<file path="src/hem_pkg.sv">
// shared types and constants for the histogram equalization map block
// no dependencies; every other file of the block depends on this package
package hem_pkg;

  // payload widths fixed by the channel definitions
  localparam int IN_W       = 25;
  localparam int PC_W       = 25;
  localparam int EN_W       = 3;
  localparam int LVL_OUT_W  = 8;
  localparam int NUM_CH     = 3;
  localparam int CFG_IDX_W  = 2;
  localparam int CFG_DATA_W = 25;

  // configuration register indexes
  localparam logic [CFG_IDX_W-1:0] REG_CHANNEL_ENABLE = 2'd0;
  localparam logic [CFG_IDX_W-1:0] REG_PIXEL_COUNT    = 2'd1;

  // configuration reset values
  localparam logic [EN_W-1:0] ENABLE_RESET      = 3'd7;
  localparam logic [PC_W-1:0] PIXEL_COUNT_RESET = 25'd1;

  // commands from the controller to the datapath
  typedef struct packed {
    logic accept;    // input transaction taken this cycle
    logic start;     // scale sums and load the dividers
    logic step;      // one quotient bit per divider
    logic out_load;  // capture the finished map entry
  } hem_cmd_t;

endpackage

</file>
<file path="src/hem_hist_if.sv">
// histogram bin channel: one transaction carries the three counts of one level
// depends on hem_pkg for the count width
interface hem_hist_if;
  logic                     valid;
  logic                     ready;
  logic [hem_pkg::IN_W-1:0] red_count;
  logic [hem_pkg::IN_W-1:0] green_count;
  logic [hem_pkg::IN_W-1:0] blue_count;

  modport source (output valid, red_count, green_count, blue_count, input ready);
  modport sink (input valid, red_count, green_count, blue_count, output ready);
endinterface

</file>
<file path="src/hem_lut_if.sv">
// map entry channel: one transaction carries the equalized levels of one input level
// depends on hem_pkg for the level width
interface hem_lut_if;
  logic                          valid;
  logic                          ready;
  logic [hem_pkg::LVL_OUT_W-1:0] level_index;
  logic [hem_pkg::LVL_OUT_W-1:0] red_level;
  logic [hem_pkg::LVL_OUT_W-1:0] green_level;
  logic [hem_pkg::LVL_OUT_W-1:0] blue_level;
  logic                          last_entry;

  modport source (output valid, level_index, red_level, green_level, blue_level, last_entry,
                  input ready);
  modport sink (input valid, level_index, red_level, green_level, blue_level, last_entry,
                output ready);
endinterface

</file>
<file path="src/hem_cfg_if.sv">
// configuration write channel: register index and write data
// depends on hem_pkg for the index and data widths
interface hem_cfg_if;
  logic                           valid;
  logic                           ready;
  logic [hem_pkg::CFG_IDX_W-1:0]  index;
  logic [hem_pkg::CFG_DATA_W-1:0] data;

  modport source (output valid, index, data, input ready);
  modport sink (input valid, index, data, output ready);
endinterface

</file>
<file path="src/hem_div.sv">
// scaled restoring divider: floor(MAX_LEVEL * sum / divisor), saturated at MAX_LEVEL
// one quotient bit per step; depends on hem_pkg
module hem_div #(
  parameter int MAX_LEVEL = 255,
  parameter int SUM_W     = 25
) (
  input  logic                            clk,
  input  logic                            load,
  input  logic                            step,
  input  logic [SUM_W-1:0]                sum,
  input  logic [hem_pkg::PC_W-1:0]        divisor,
  output logic [$clog2(MAX_LEVEL+1)-1:0]  quotient
);
  import hem_pkg::*;

  localparam int LVL_W  = $clog2(MAX_LEVEL + 1);
  localparam int PROD_W = SUM_W + LVL_W;
  localparam int REM_W  = ((SUM_W > PC_W) ? SUM_W : PC_W) + 1;
  localparam logic [LVL_W-1:0] MaxCode = LVL_W'(MAX_LEVEL);

  logic [PROD_W-1:0] prod;
  logic [REM_W-1:0]  rem;
  logic [REM_W-1:0]  trial;
  logic [LVL_W-1:0]  low;
  logic [LVL_W-1:0]  q;
  logic              sat;
  logic              fits;

  // constant scaling of the cumulative sum
  assign prod = PROD_W'(sum) * PROD_W'(MAX_LEVEL);

  // shift in the next dividend bit and try the subtraction
  assign trial = {rem[REM_W-2:0], low[LVL_W-1]};
  assign fits  = trial >= REM_W'(divisor);

  // sum at or above the divisor (or a zero divisor) means the result is MAX_LEVEL;
  // otherwise the high part of the product is below the divisor and LVL_W steps suffice
  always_ff @(posedge clk) begin
    if (load) begin
      sat <= REM_W'(sum) >= REM_W'(divisor);
      rem <= REM_W'(prod >> LVL_W);
      low <= prod[LVL_W-1:0];
      q   <= '0;
    end else if (step) begin
      rem <= fits ? (trial - REM_W'(divisor)) : trial;
      low <= low << 1;
      q   <= (q << 1) | LVL_W'(fits);
    end
  end

  assign quotient = sat ? MaxCode : q;

endmodule

</file>
<file path="src/hem_dp.sv">
// datapath: configuration registers, running sums, bin counter, three dividers
// and the output register; driven by hem_ctrl commands, depends on hem_pkg and hem_div
module hem_dp #(
  parameter int MAX_LEVEL  = 255,
  parameter int COUNT_BITS = 24
) (
  input  logic                           clk,
  input  logic                           rst,
  input  hem_pkg::hem_cmd_t              cmd,
  input  logic                           cfg_valid,
  input  logic [hem_pkg::CFG_IDX_W-1:0]  cfg_index,
  input  logic [hem_pkg::CFG_DATA_W-1:0] cfg_data,
  input  logic [hem_pkg::IN_W-1:0]       red_count,
  input  logic [hem_pkg::IN_W-1:0]       green_count,
  input  logic [hem_pkg::IN_W-1:0]       blue_count,
  output logic [hem_pkg::LVL_OUT_W-1:0]  level_index,
  output logic [hem_pkg::LVL_OUT_W-1:0]  red_level,
  output logic [hem_pkg::LVL_OUT_W-1:0]  green_level,
  output logic [hem_pkg::LVL_OUT_W-1:0]  blue_level,
  output logic                           last_entry
);
  import hem_pkg::*;

  localparam int SUM_W = COUNT_BITS + 1;
  localparam int LVL_W = $clog2(MAX_LEVEL + 1);
  localparam int ADD_W = ((SUM_W > IN_W) ? SUM_W : IN_W) + 1;
  localparam logic [SUM_W-1:0] SumMax = {SUM_W{1'b1}};

  logic [EN_W-1:0]      enable;
  logic [PC_W-1:0]      pixel_count;
  logic [EN_W-1:0]      enable_snap;
  logic [LVL_W-1:0]     counter;
  logic [LVL_W-1:0]     level;
  logic                 last;
  logic [IN_W-1:0]      count [NUM_CH];
  logic [LVL_OUT_W-1:0] lvl_out [NUM_CH];

  assign count[0] = red_count;
  assign count[1] = green_count;
  assign count[2] = blue_count;

  // configuration registers; the user must write them only while idle, the block itself does not enforce it
  always_ff @(posedge clk) begin
    if (rst) begin
      enable      <= ENABLE_RESET;
      pixel_count <= PIXEL_COUNT_RESET;
    end else if (cfg_valid) begin
      case (cfg_index)
        REG_CHANNEL_ENABLE: enable      <= cfg_data[EN_W-1:0];
        REG_PIXEL_COUNT:    pixel_count <= cfg_data[PC_W-1:0];
        default: ;
      endcase
    end
  end

  // bin counter wraps after the highest level
  always_ff @(posedge clk) begin
    if (rst) begin
      counter <= '0;
    end else if (cmd.accept) begin
      counter <= (counter >= LVL_W'(MAX_LEVEL)) ? '0 : counter + LVL_W'(1);
    end
  end

  // per-transaction snapshot of level, last mark and enables
  always_ff @(posedge clk) begin
    if (cmd.accept) begin
      level       <= counter;
      last        <= counter >= LVL_W'(MAX_LEVEL);
      enable_snap <= enable;
    end
  end

  // one running sum and divider per color channel
  for (genvar c = 0; c < NUM_CH; c++) begin : g_ch
    logic [SUM_W-1:0] sum;
    logic [ADD_W-1:0] total;
    logic [SUM_W-1:0] sum_next;
    logic [LVL_W-1:0] quo;

    // saturating accumulate
    assign total    = ADD_W'(sum) + ADD_W'(count[c]);
    assign sum_next = (|(total >> SUM_W)) ? SumMax : total[SUM_W-1:0];

    // sums clear once the last bin has been handed to the divider
    always_ff @(posedge clk) begin
      if (rst) begin
        sum <= '0;
      end else if (cmd.accept && enable[c]) begin
        sum <= sum_next;
      end else if (cmd.start && last) begin
        sum <= '0;
      end
    end

    hem_div #(
      .MAX_LEVEL (MAX_LEVEL),
      .SUM_W     (SUM_W)
    ) u_div (
      .clk      (clk),
      .load     (cmd.start),
      .step     (cmd.step),
      .sum      (sum),
      .divisor  (pixel_count),
      .quotient (quo)
    );

    // output register, zero for a disabled channel
    always_ff @(posedge clk) begin
      if (cmd.out_load) begin
        lvl_out[c] <= enable_snap[c] ? LVL_OUT_W'(quo) : '0;
      end
    end
  end

  // output register for index and last mark
  always_ff @(posedge clk) begin
    if (cmd.out_load) begin
      level_index <= LVL_OUT_W'(level);
      last_entry  <= last;
    end
  end

  assign red_level   = lvl_out[0];
  assign green_level = lvl_out[1];
  assign blue_level  = lvl_out[2];

endmodule

</file>
<file path="src/hem_ctrl.sv">
// controller: sequences accept, scale, divide and output load for one bin at a time
// and owns both handshakes; depends on hem_pkg
module hem_ctrl #(
  parameter int MAX_LEVEL = 255
) (
  input  logic              clk,
  input  logic              rst,
  input  logic              in_valid,
  output logic              in_ready,
  output logic              out_valid,
  input  logic              out_ready,
  output hem_pkg::hem_cmd_t cmd
);
  import hem_pkg::*;

  localparam int LVL_W  = $clog2(MAX_LEVEL + 1);
  localparam int STEP_W = $clog2(LVL_W + 1);

  localparam logic [1:0] ST_IDLE = 2'd0;
  localparam logic [1:0] ST_MUL  = 2'd1;
  localparam logic [1:0] ST_DIV  = 2'd2;
  localparam logic [1:0] ST_OUT  = 2'd3;

  logic [1:0]        state;
  logic [1:0]        state_next;
  logic [STEP_W-1:0] step_cnt;
  logic [STEP_W-1:0] step_cnt_next;
  logic              out_valid_next;

  // commands
  assign in_ready     = (state == ST_IDLE);
  assign cmd.accept   = in_valid && in_ready;
  assign cmd.start    = (state == ST_MUL);
  assign cmd.step     = (state == ST_DIV);
  assign cmd.out_load = (state == ST_OUT) && (!out_valid || out_ready);

  // next state
  always_comb begin
    state_next    = state;
    step_cnt_next = step_cnt;
    case (state)
      ST_IDLE: begin
        if (cmd.accept) state_next = ST_MUL;
      end
      ST_MUL: begin
        step_cnt_next = '0;
        state_next    = ST_DIV;
      end
      ST_DIV: begin
        step_cnt_next = step_cnt + STEP_W'(1);
        if (step_cnt == STEP_W'(LVL_W - 1)) state_next = ST_OUT;
      end
      ST_OUT: begin
        if (cmd.out_load) state_next = ST_IDLE;
      end
      default: state_next = ST_IDLE;
    endcase
  end

  // output valid holds until the receiver takes the entry
  assign out_valid_next = cmd.out_load ? 1'b1 : (out_ready ? 1'b0 : out_valid);

  always_ff @(posedge clk) begin
    if (rst) begin
      state     <= ST_IDLE;
      step_cnt  <= '0;
      out_valid <= 1'b0;
    end else begin
      state     <= state_next;
      step_cnt  <= step_cnt_next;
      out_valid <= out_valid_next;
    end
  end

`ifndef SYNTH
  // a taken bin starts the scaling cycle and blocks further input
  a_accept_starts: assert property (@(posedge clk) disable iff (rst)
    cmd.accept |=> (state == ST_MUL) && !in_ready)
    else $error("accepted bin did not start scaling");

  // the divide step count never passes the quotient width
  a_step_bound: assert property (@(posedge clk) disable iff (rst)
    (state == ST_DIV) |-> (step_cnt < STEP_W'(LVL_W)))
    else $error("divide step count out of range");

  // an entry is never loaded over one still waiting
  a_no_overwrite: assert property (@(posedge clk) disable iff (rst)
    cmd.out_load |-> (!out_valid || out_ready))
    else $error("output entry overwritten");

  // a loaded entry is presented next cycle
  a_load_valid: assert property (@(posedge clk) disable iff (rst)
    cmd.out_load |=> out_valid)
    else $error("loaded entry not presented");
`endif

endmodule

</file>
<file path="src/histogram_equalization_map.sv">
// top level of the histogram equalization map block
// depends on hem_pkg, the channel interfaces, hem_ctrl, hem_dp and hem_div
//
// Usage:
//   hist : one transaction per histogram bin, levels 0 to MAX_LEVEL in order,
//          carrying the red, green and blue counts of that level.
//   lut  : one transaction per bin with the level index, the equalized red,
//          green and blue levels (0 for a disabled channel) and last_entry
//          set on the entry for level MAX_LEVEL.
//   cfg  : register writes, always ready; index 0 channel enable, index 1
//          pixel count. Write only while no bin is in flight.
// Timing:
//   a bin is accepted, scaled and divided by the bit-per-cycle restoring
//   dividers, and its entry loaded into the output register, before the
//   next bin is accepted.
//   The output register lets the next bin be accepted while an entry waits;
//   a stalled receiver holds the finished entry and then the next one stops
//   before its output load, so nothing is dropped.
// Reset:
//   sums and bin counter clear, channel enable returns to all three channels,
//   pixel count to one; no entry is pending.
module histogram_equalization_map #(
  parameter int MAX_LEVEL  = 255,
  parameter int COUNT_BITS = 24
) (
  input logic       clk,
  input logic       rst,
  hem_hist_if.sink  hist,
  hem_lut_if.source lut,
  hem_cfg_if.sink   cfg
);
  import hem_pkg::*;

  hem_cmd_t cmd;

  // register writes are taken at once
  assign cfg.ready = 1'b1;

  hem_ctrl #(
    .MAX_LEVEL (MAX_LEVEL)
  ) u_ctrl (
    .clk       (clk),
    .rst       (rst),
    .in_valid  (hist.valid),
    .in_ready  (hist.ready),
    .out_valid (lut.valid),
    .out_ready (lut.ready),
    .cmd       (cmd)
  );

  hem_dp #(
    .MAX_LEVEL  (MAX_LEVEL),
    .COUNT_BITS (COUNT_BITS)
  ) u_dp (
    .clk         (clk),
    .rst         (rst),
    .cmd         (cmd),
    .cfg_valid   (cfg.valid),
    .cfg_index   (cfg.index),
    .cfg_data    (cfg.data),
    .red_count   (hist.red_count),
    .green_count (hist.green_count),
    .blue_count  (hist.blue_count),
    .level_index (lut.level_index),
    .red_level   (lut.red_level),
    .green_level (lut.green_level),
    .blue_level  (lut.blue_level),
    .last_entry  (lut.last_entry)
  );

endmodule
</file>
<file path="src/flat_wrapper.sv">
// flat-port wrapper written by rule: the top's interface ports become plain ports
module histogram_equalization_map_flat import hem_pkg::*;
#(
  parameter int MAX_LEVEL  = 255,
  parameter int COUNT_BITS = 24
)
  (clk, rst, hist_valid, hist_red_count, hist_green_count, hist_blue_count, hist_ready, lut_valid, lut_level_index, lut_red_level, lut_green_level, lut_blue_level, lut_last_entry, lut_ready, cfg_valid, cfg_index, cfg_data, cfg_ready);
  hem_hist_if hist_i ();
  hem_lut_if lut_i ();
  hem_cfg_if cfg_i ();
  input logic clk;
  input logic rst;
  input wire logic [$bits(hist_i.valid)-1:0] hist_valid;
  input wire logic [$bits(hist_i.red_count)-1:0] hist_red_count;
  input wire logic [$bits(hist_i.green_count)-1:0] hist_green_count;
  input wire logic [$bits(hist_i.blue_count)-1:0] hist_blue_count;
  output wire logic [$bits(hist_i.ready)-1:0] hist_ready;
  output wire logic [$bits(lut_i.valid)-1:0] lut_valid;
  output wire logic [$bits(lut_i.level_index)-1:0] lut_level_index;
  output wire logic [$bits(lut_i.red_level)-1:0] lut_red_level;
  output wire logic [$bits(lut_i.green_level)-1:0] lut_green_level;
  output wire logic [$bits(lut_i.blue_level)-1:0] lut_blue_level;
  output wire logic [$bits(lut_i.last_entry)-1:0] lut_last_entry;
  input wire logic [$bits(lut_i.ready)-1:0] lut_ready;
  input wire logic [$bits(cfg_i.valid)-1:0] cfg_valid;
  input wire logic [$bits(cfg_i.index)-1:0] cfg_index;
  input wire logic [$bits(cfg_i.data)-1:0] cfg_data;
  output wire logic [$bits(cfg_i.ready)-1:0] cfg_ready;
  assign hist_i.valid = hist_valid;
  assign hist_i.red_count = hist_red_count;
  assign hist_i.green_count = hist_green_count;
  assign hist_i.blue_count = hist_blue_count;
  assign hist_ready = hist_i.ready;
  assign lut_valid = lut_i.valid;
  assign lut_level_index = lut_i.level_index;
  assign lut_red_level = lut_i.red_level;
  assign lut_green_level = lut_i.green_level;
  assign lut_blue_level = lut_i.blue_level;
  assign lut_last_entry = lut_i.last_entry;
  assign lut_i.ready = lut_ready;
  assign cfg_i.valid = cfg_valid;
  assign cfg_i.index = cfg_index;
  assign cfg_i.data = cfg_data;
  assign cfg_ready = cfg_i.ready;
  histogram_equalization_map #(.MAX_LEVEL(MAX_LEVEL), .COUNT_BITS(COUNT_BITS)) u_core (.clk(clk), .rst(rst), .hist(hist_i), .lut(lut_i), .cfg(cfg_i));
endmodule
</file>
<file path="config.mk">
export PLATFORM = sky130hd
export DESIGN_NAME = histogram_equalization_map_flat
export DESIGN_NICKNAME = d
export VERILOG_FILES = /design/src/hem_pkg.sv /design/src/hem_hist_if.sv /design/src/hem_lut_if.sv /design/src/hem_cfg_if.sv /design/src/hem_div.sv /design/src/hem_dp.sv /design/src/hem_ctrl.sv /design/src/histogram_equalization_map.sv /design/src/flat_wrapper.sv
export SDC_FILE = /design/constraint.sdc
export NUM_CORES = 2
export LEC_CHECK = 0
export BUFFER_PORTS_ARGS = -buffer_cell sky130_fd_sc_hd__buf_2
export CORE_MARGIN = 2
export CORE_UTILIZATION = 40
export DETAILED_ROUTE_END_ITERATION = 6
export GPL_TIMING_DRIVEN = 0
export HOLD_SLACK_MARGIN = 0.05
export RECOVER_POWER = 50
export SYNTH_ARGS = -nofsm -noshare
export SYNTH_HDL_FRONTEND = slang
export SYNTH_SLANG_ARGS = --single-unit
</file>
<file path="constraint.sdc">
create_clock -name clk -period 6.5 [get_ports clk]
set_clock_uncertainty 0.1 [all_clocks]
set_input_delay 1.3 -clock clk [delete_from_list [all_inputs] [get_ports clk]]
set_output_delay 1.3 -clock clk [all_outputs]
set_load 0.005 [all_outputs]
</file>
==> results.md <==
* Synth async-reset ratio at 0
* Die width at approximately 300 um
* CTS root buf: clkbuf_16
* Netlist Area Pre-Place at 34100 um2
* Crit path arrival time at ~6300 ps
* CP Max Fanout at 5
* Number of global-route vias before repair at 27100
* Syn Area/Cell at roughly 9.4 um2
* Top_reg_cell synth: edfxtp_1
* CTS clk-pin slew, worst paths at 60 ps
* Routed vias at 27000
* Grt ovf at 0
* Final Cycle Share at 0.939
* Total CTS buffers at 38
* Most frequent cells after synthesis: inv_1, ha_1, fa_1
* H-tree levels at 2
* CP endpoint kind: flip-flop
* Fin. Hold Viols at 0
* Fillers at roughly 8300
* Top cells by area, synth: fa_1, ha_1, edfxtp_1
* Detail Placement HPWL at about 77000 um
* Seq cells post-synth at 289
* Clock buffer depth at 3
* Critical path type: flip-flop to flip-flop
* Final setup TNS at 0 ps
* Die footprint at between 80000 and 90000 um2
* Post-CTS Setup Bufs at 0
* Share of layout cells above drive strength 1 at 0.0598
* Initial Util at 0.402
* # IOs at roughly 140
* MaxCap Viol Count at 3
* Clock sink count at 289
* Share of the synthesized area in the top cell type at 0.206
* Post-Route WL at 98700 um
* Failing checks: DRC, capacitance limit, slew limit
* Worst skew pair latency at 570 ps
* Post-synthesis adder-cell area fraction at 0.349
* Drt drc at 2
* Synth Area in Simple Gates at 0.102
* Slew HR at -1.59
* Largest net degree at the start of global routing at 67
* Cell row count at between 100 and 150
* First-pass GRT wire length at 155000 um
* Outcome: finished with violations
* Worst Max-Slew Pin Slew at 3890 ps
* Routability Congestion at 0.905
* Startpoint Class: flip-flop
* Core footprint at approximately 85000 um2
* Shortest period the worst path allows at roughly 6000 ps
* Die height at roughly 300 um
* HP Class: flip-flop to flip-flop
* RSZ-0062 raised after global routing: no
* Sequential fraction of the synthesis area at 0.213
* Synth Net Count at 4465
* Compound-Gate Fraction of Synth Area at 0.182
* Post-synth top area cell: fa_1
* Critical path data required time at 6660 ps
* Syn Inst Count at around 3600
* Max Freq at ~160 MHz
* Vias/cell at between 5 and 6
* EDFF count, synth at about 150
* Mux contribution to synthesized area at 0.0358
* Count leader, synth: inv_1
* Post-route ant nets at 0
* Largest family of logic cells by synthesized area: adder cells
* Drt wl/cell at slightly below 20 um
* Initial antenna violation count at 4
* Area Growth Syn to Fin at 9.86%
* Max-slew violation count at roughly 140
* Syn. warnings at 0
* TritonCTS clock tree: done
* Setup-failing EPs final at 0
* First-pass DRT Iterations at 7
* I/O Buffers at 140
* Total global-route track usage at 0.230
* XOR/XNOR Fraction of Synth Area at 0.0481
* Distinct cells, synth at 83
* Final nets at 4647
* Iter 0 DRT Violations at between 1000 and 1500
-- repair_timing --
action	4_1_cts	5_1_grt
hold buffers	0	0
gates resized for setup	0	3
setup endpoints to repair	0	2
-- worst paths after layout --
path | startpoint | endpoint | slack (ps) | cells past startpoint
hold / removal | u_core.u_dp.level[0] | u_core.u_dp.level_index[0] | 310 | 0
setup / recovery | u_core.u_dp.g_ch[0].sum[4] | u_core.u_dp.g_ch[0].u_div.rem[23] | 400 | 18
hold reg to reg | u_core.u_dp.level[0] | u_core.u_dp.level_index[0] | 310 | 0
setup reg to reg | u_core.u_dp.g_ch[0].sum[4] | u_core.u_dp.g_ch[0].u_div.rem[23] | 400 | 18
-- routing by layer --
metal | global-route usage | up-vias | wire length (um) | share of wire
met5 | 0 | - | 46 | 0.00047
met3 | 0.0379 | 177 | 5010 | 0.051
met1 | 0.288 | 13200 | 42000 | 0.43
met2 | 0.391 | 563 | 46800 | 0.47
met4 | 0.0967 | 6 | 4850 | 0.049
li1 | - | 13100 | - | -
-- logic make-up (layout without fill, tap and decap cells) --
logic type                 count (synthesis)  in the layout
AOI/OAI and AO/OA                        930            930
xor gates and xnor gates                 187            187
adders and majority gates                741            741
buffers and inverters                    630            842
DFF                                      289            289
muxes                                    119            119
other                                      1              2
and+or+nand+nor                          720            720
-- cell type report --
type / count / area [um2] / area share
antenna: 1 / 2.50 / 0.0000668
buffer: 96 / 395 / 0.0106
clock buffer: 55 / 1140 / 0.0304
clock inverter: 15 / 108 / 0.00287
inverter: 534 / 2000 / 0.0535
multi-input combinational: 2698 / 24400 / 0.653
sequential: 289 / 7260 / 0.194
tap: 1144 / 1430 / 0.0382
timing repair buffer: 142 / 671 / 0.0179
-- cell usage in the layout (no fill, tap or decap), drive strengths merged, types with 36 or more instances in the layout --
cell,count
buf,124
dfxtp,142
nand2,230
a211oi,52
a21o,125
mux2i,97
nor2,157
nor2b,36
nand3,59
xor2,84
a221oi,56
fa,351
nor3,56
edfxtp,147
o21a,57
a21oi,262
inv,536
xnor2,103
nand2b,44
clkbuf,169
ha,390
o21ai,162
-- critical path, stage by stage (launching register included) --
cell      delay [ps]
dfxtp_1          390
inv_1            190
fa_1             570
fa_1             560
inv_1             60
fa_1             530
inv_1             50
fa_1             520
inv_1             40
ha_1             360
a21o_1           210
nor3b_1          130
a211o_1          330
o41ai_2          420
o31ai_1          200
a41o_1           350
a221oi_1         300
xor2_1           330
a22oi_1          150
-- flip-flops by register name, indices dropped and copies added, names as in the netlist --
register,flops
u_core.u_dp.g_ch.u_div.rem,75
u_core.u_dp.level_index,8
u_core.u_dp.last,1
u_core.u_dp.g_ch.u_div.q,24
u_core.u_dp.counter,8
u_core.u_dp.enable_snap,3
u_core.u_ctrl.step_cnt,4
u_core.u_dp.enable,3
u_core.u_dp.g_ch.sum,75
u_core.u_dp.pixel_count,25
u_core.u_dp.level,8
u_core.u_dp.last_entry,1
u_core.u_ctrl.state,2
u_core.u_dp.g_ch.u_div.low,24
u_core.u_dp.lvl_out,24
u_core.u_dp.g_ch.u_div.sat,3
u_core.u_ctrl.out_valid,1
-- per-stage QoR --
step	util	hold WS, ps	std cells	setup slack (ps)	cell area, um2
2_1_floorplan	-	300	3617	1150	34100
3_3_place_gp	0.427	305	4901	347	36200
3_5_place_dp	0.428	306	4902	360	36300
4_1_cts	0.443	313	4972	333	37500
5_1_grt	0.442	320	4973	51.9	37400
6_report	0.442	313	4974	395	37400
Power is not shown: default switching activity piles up to over one toggle a cycle in this logic, so the estimate is an artifact.
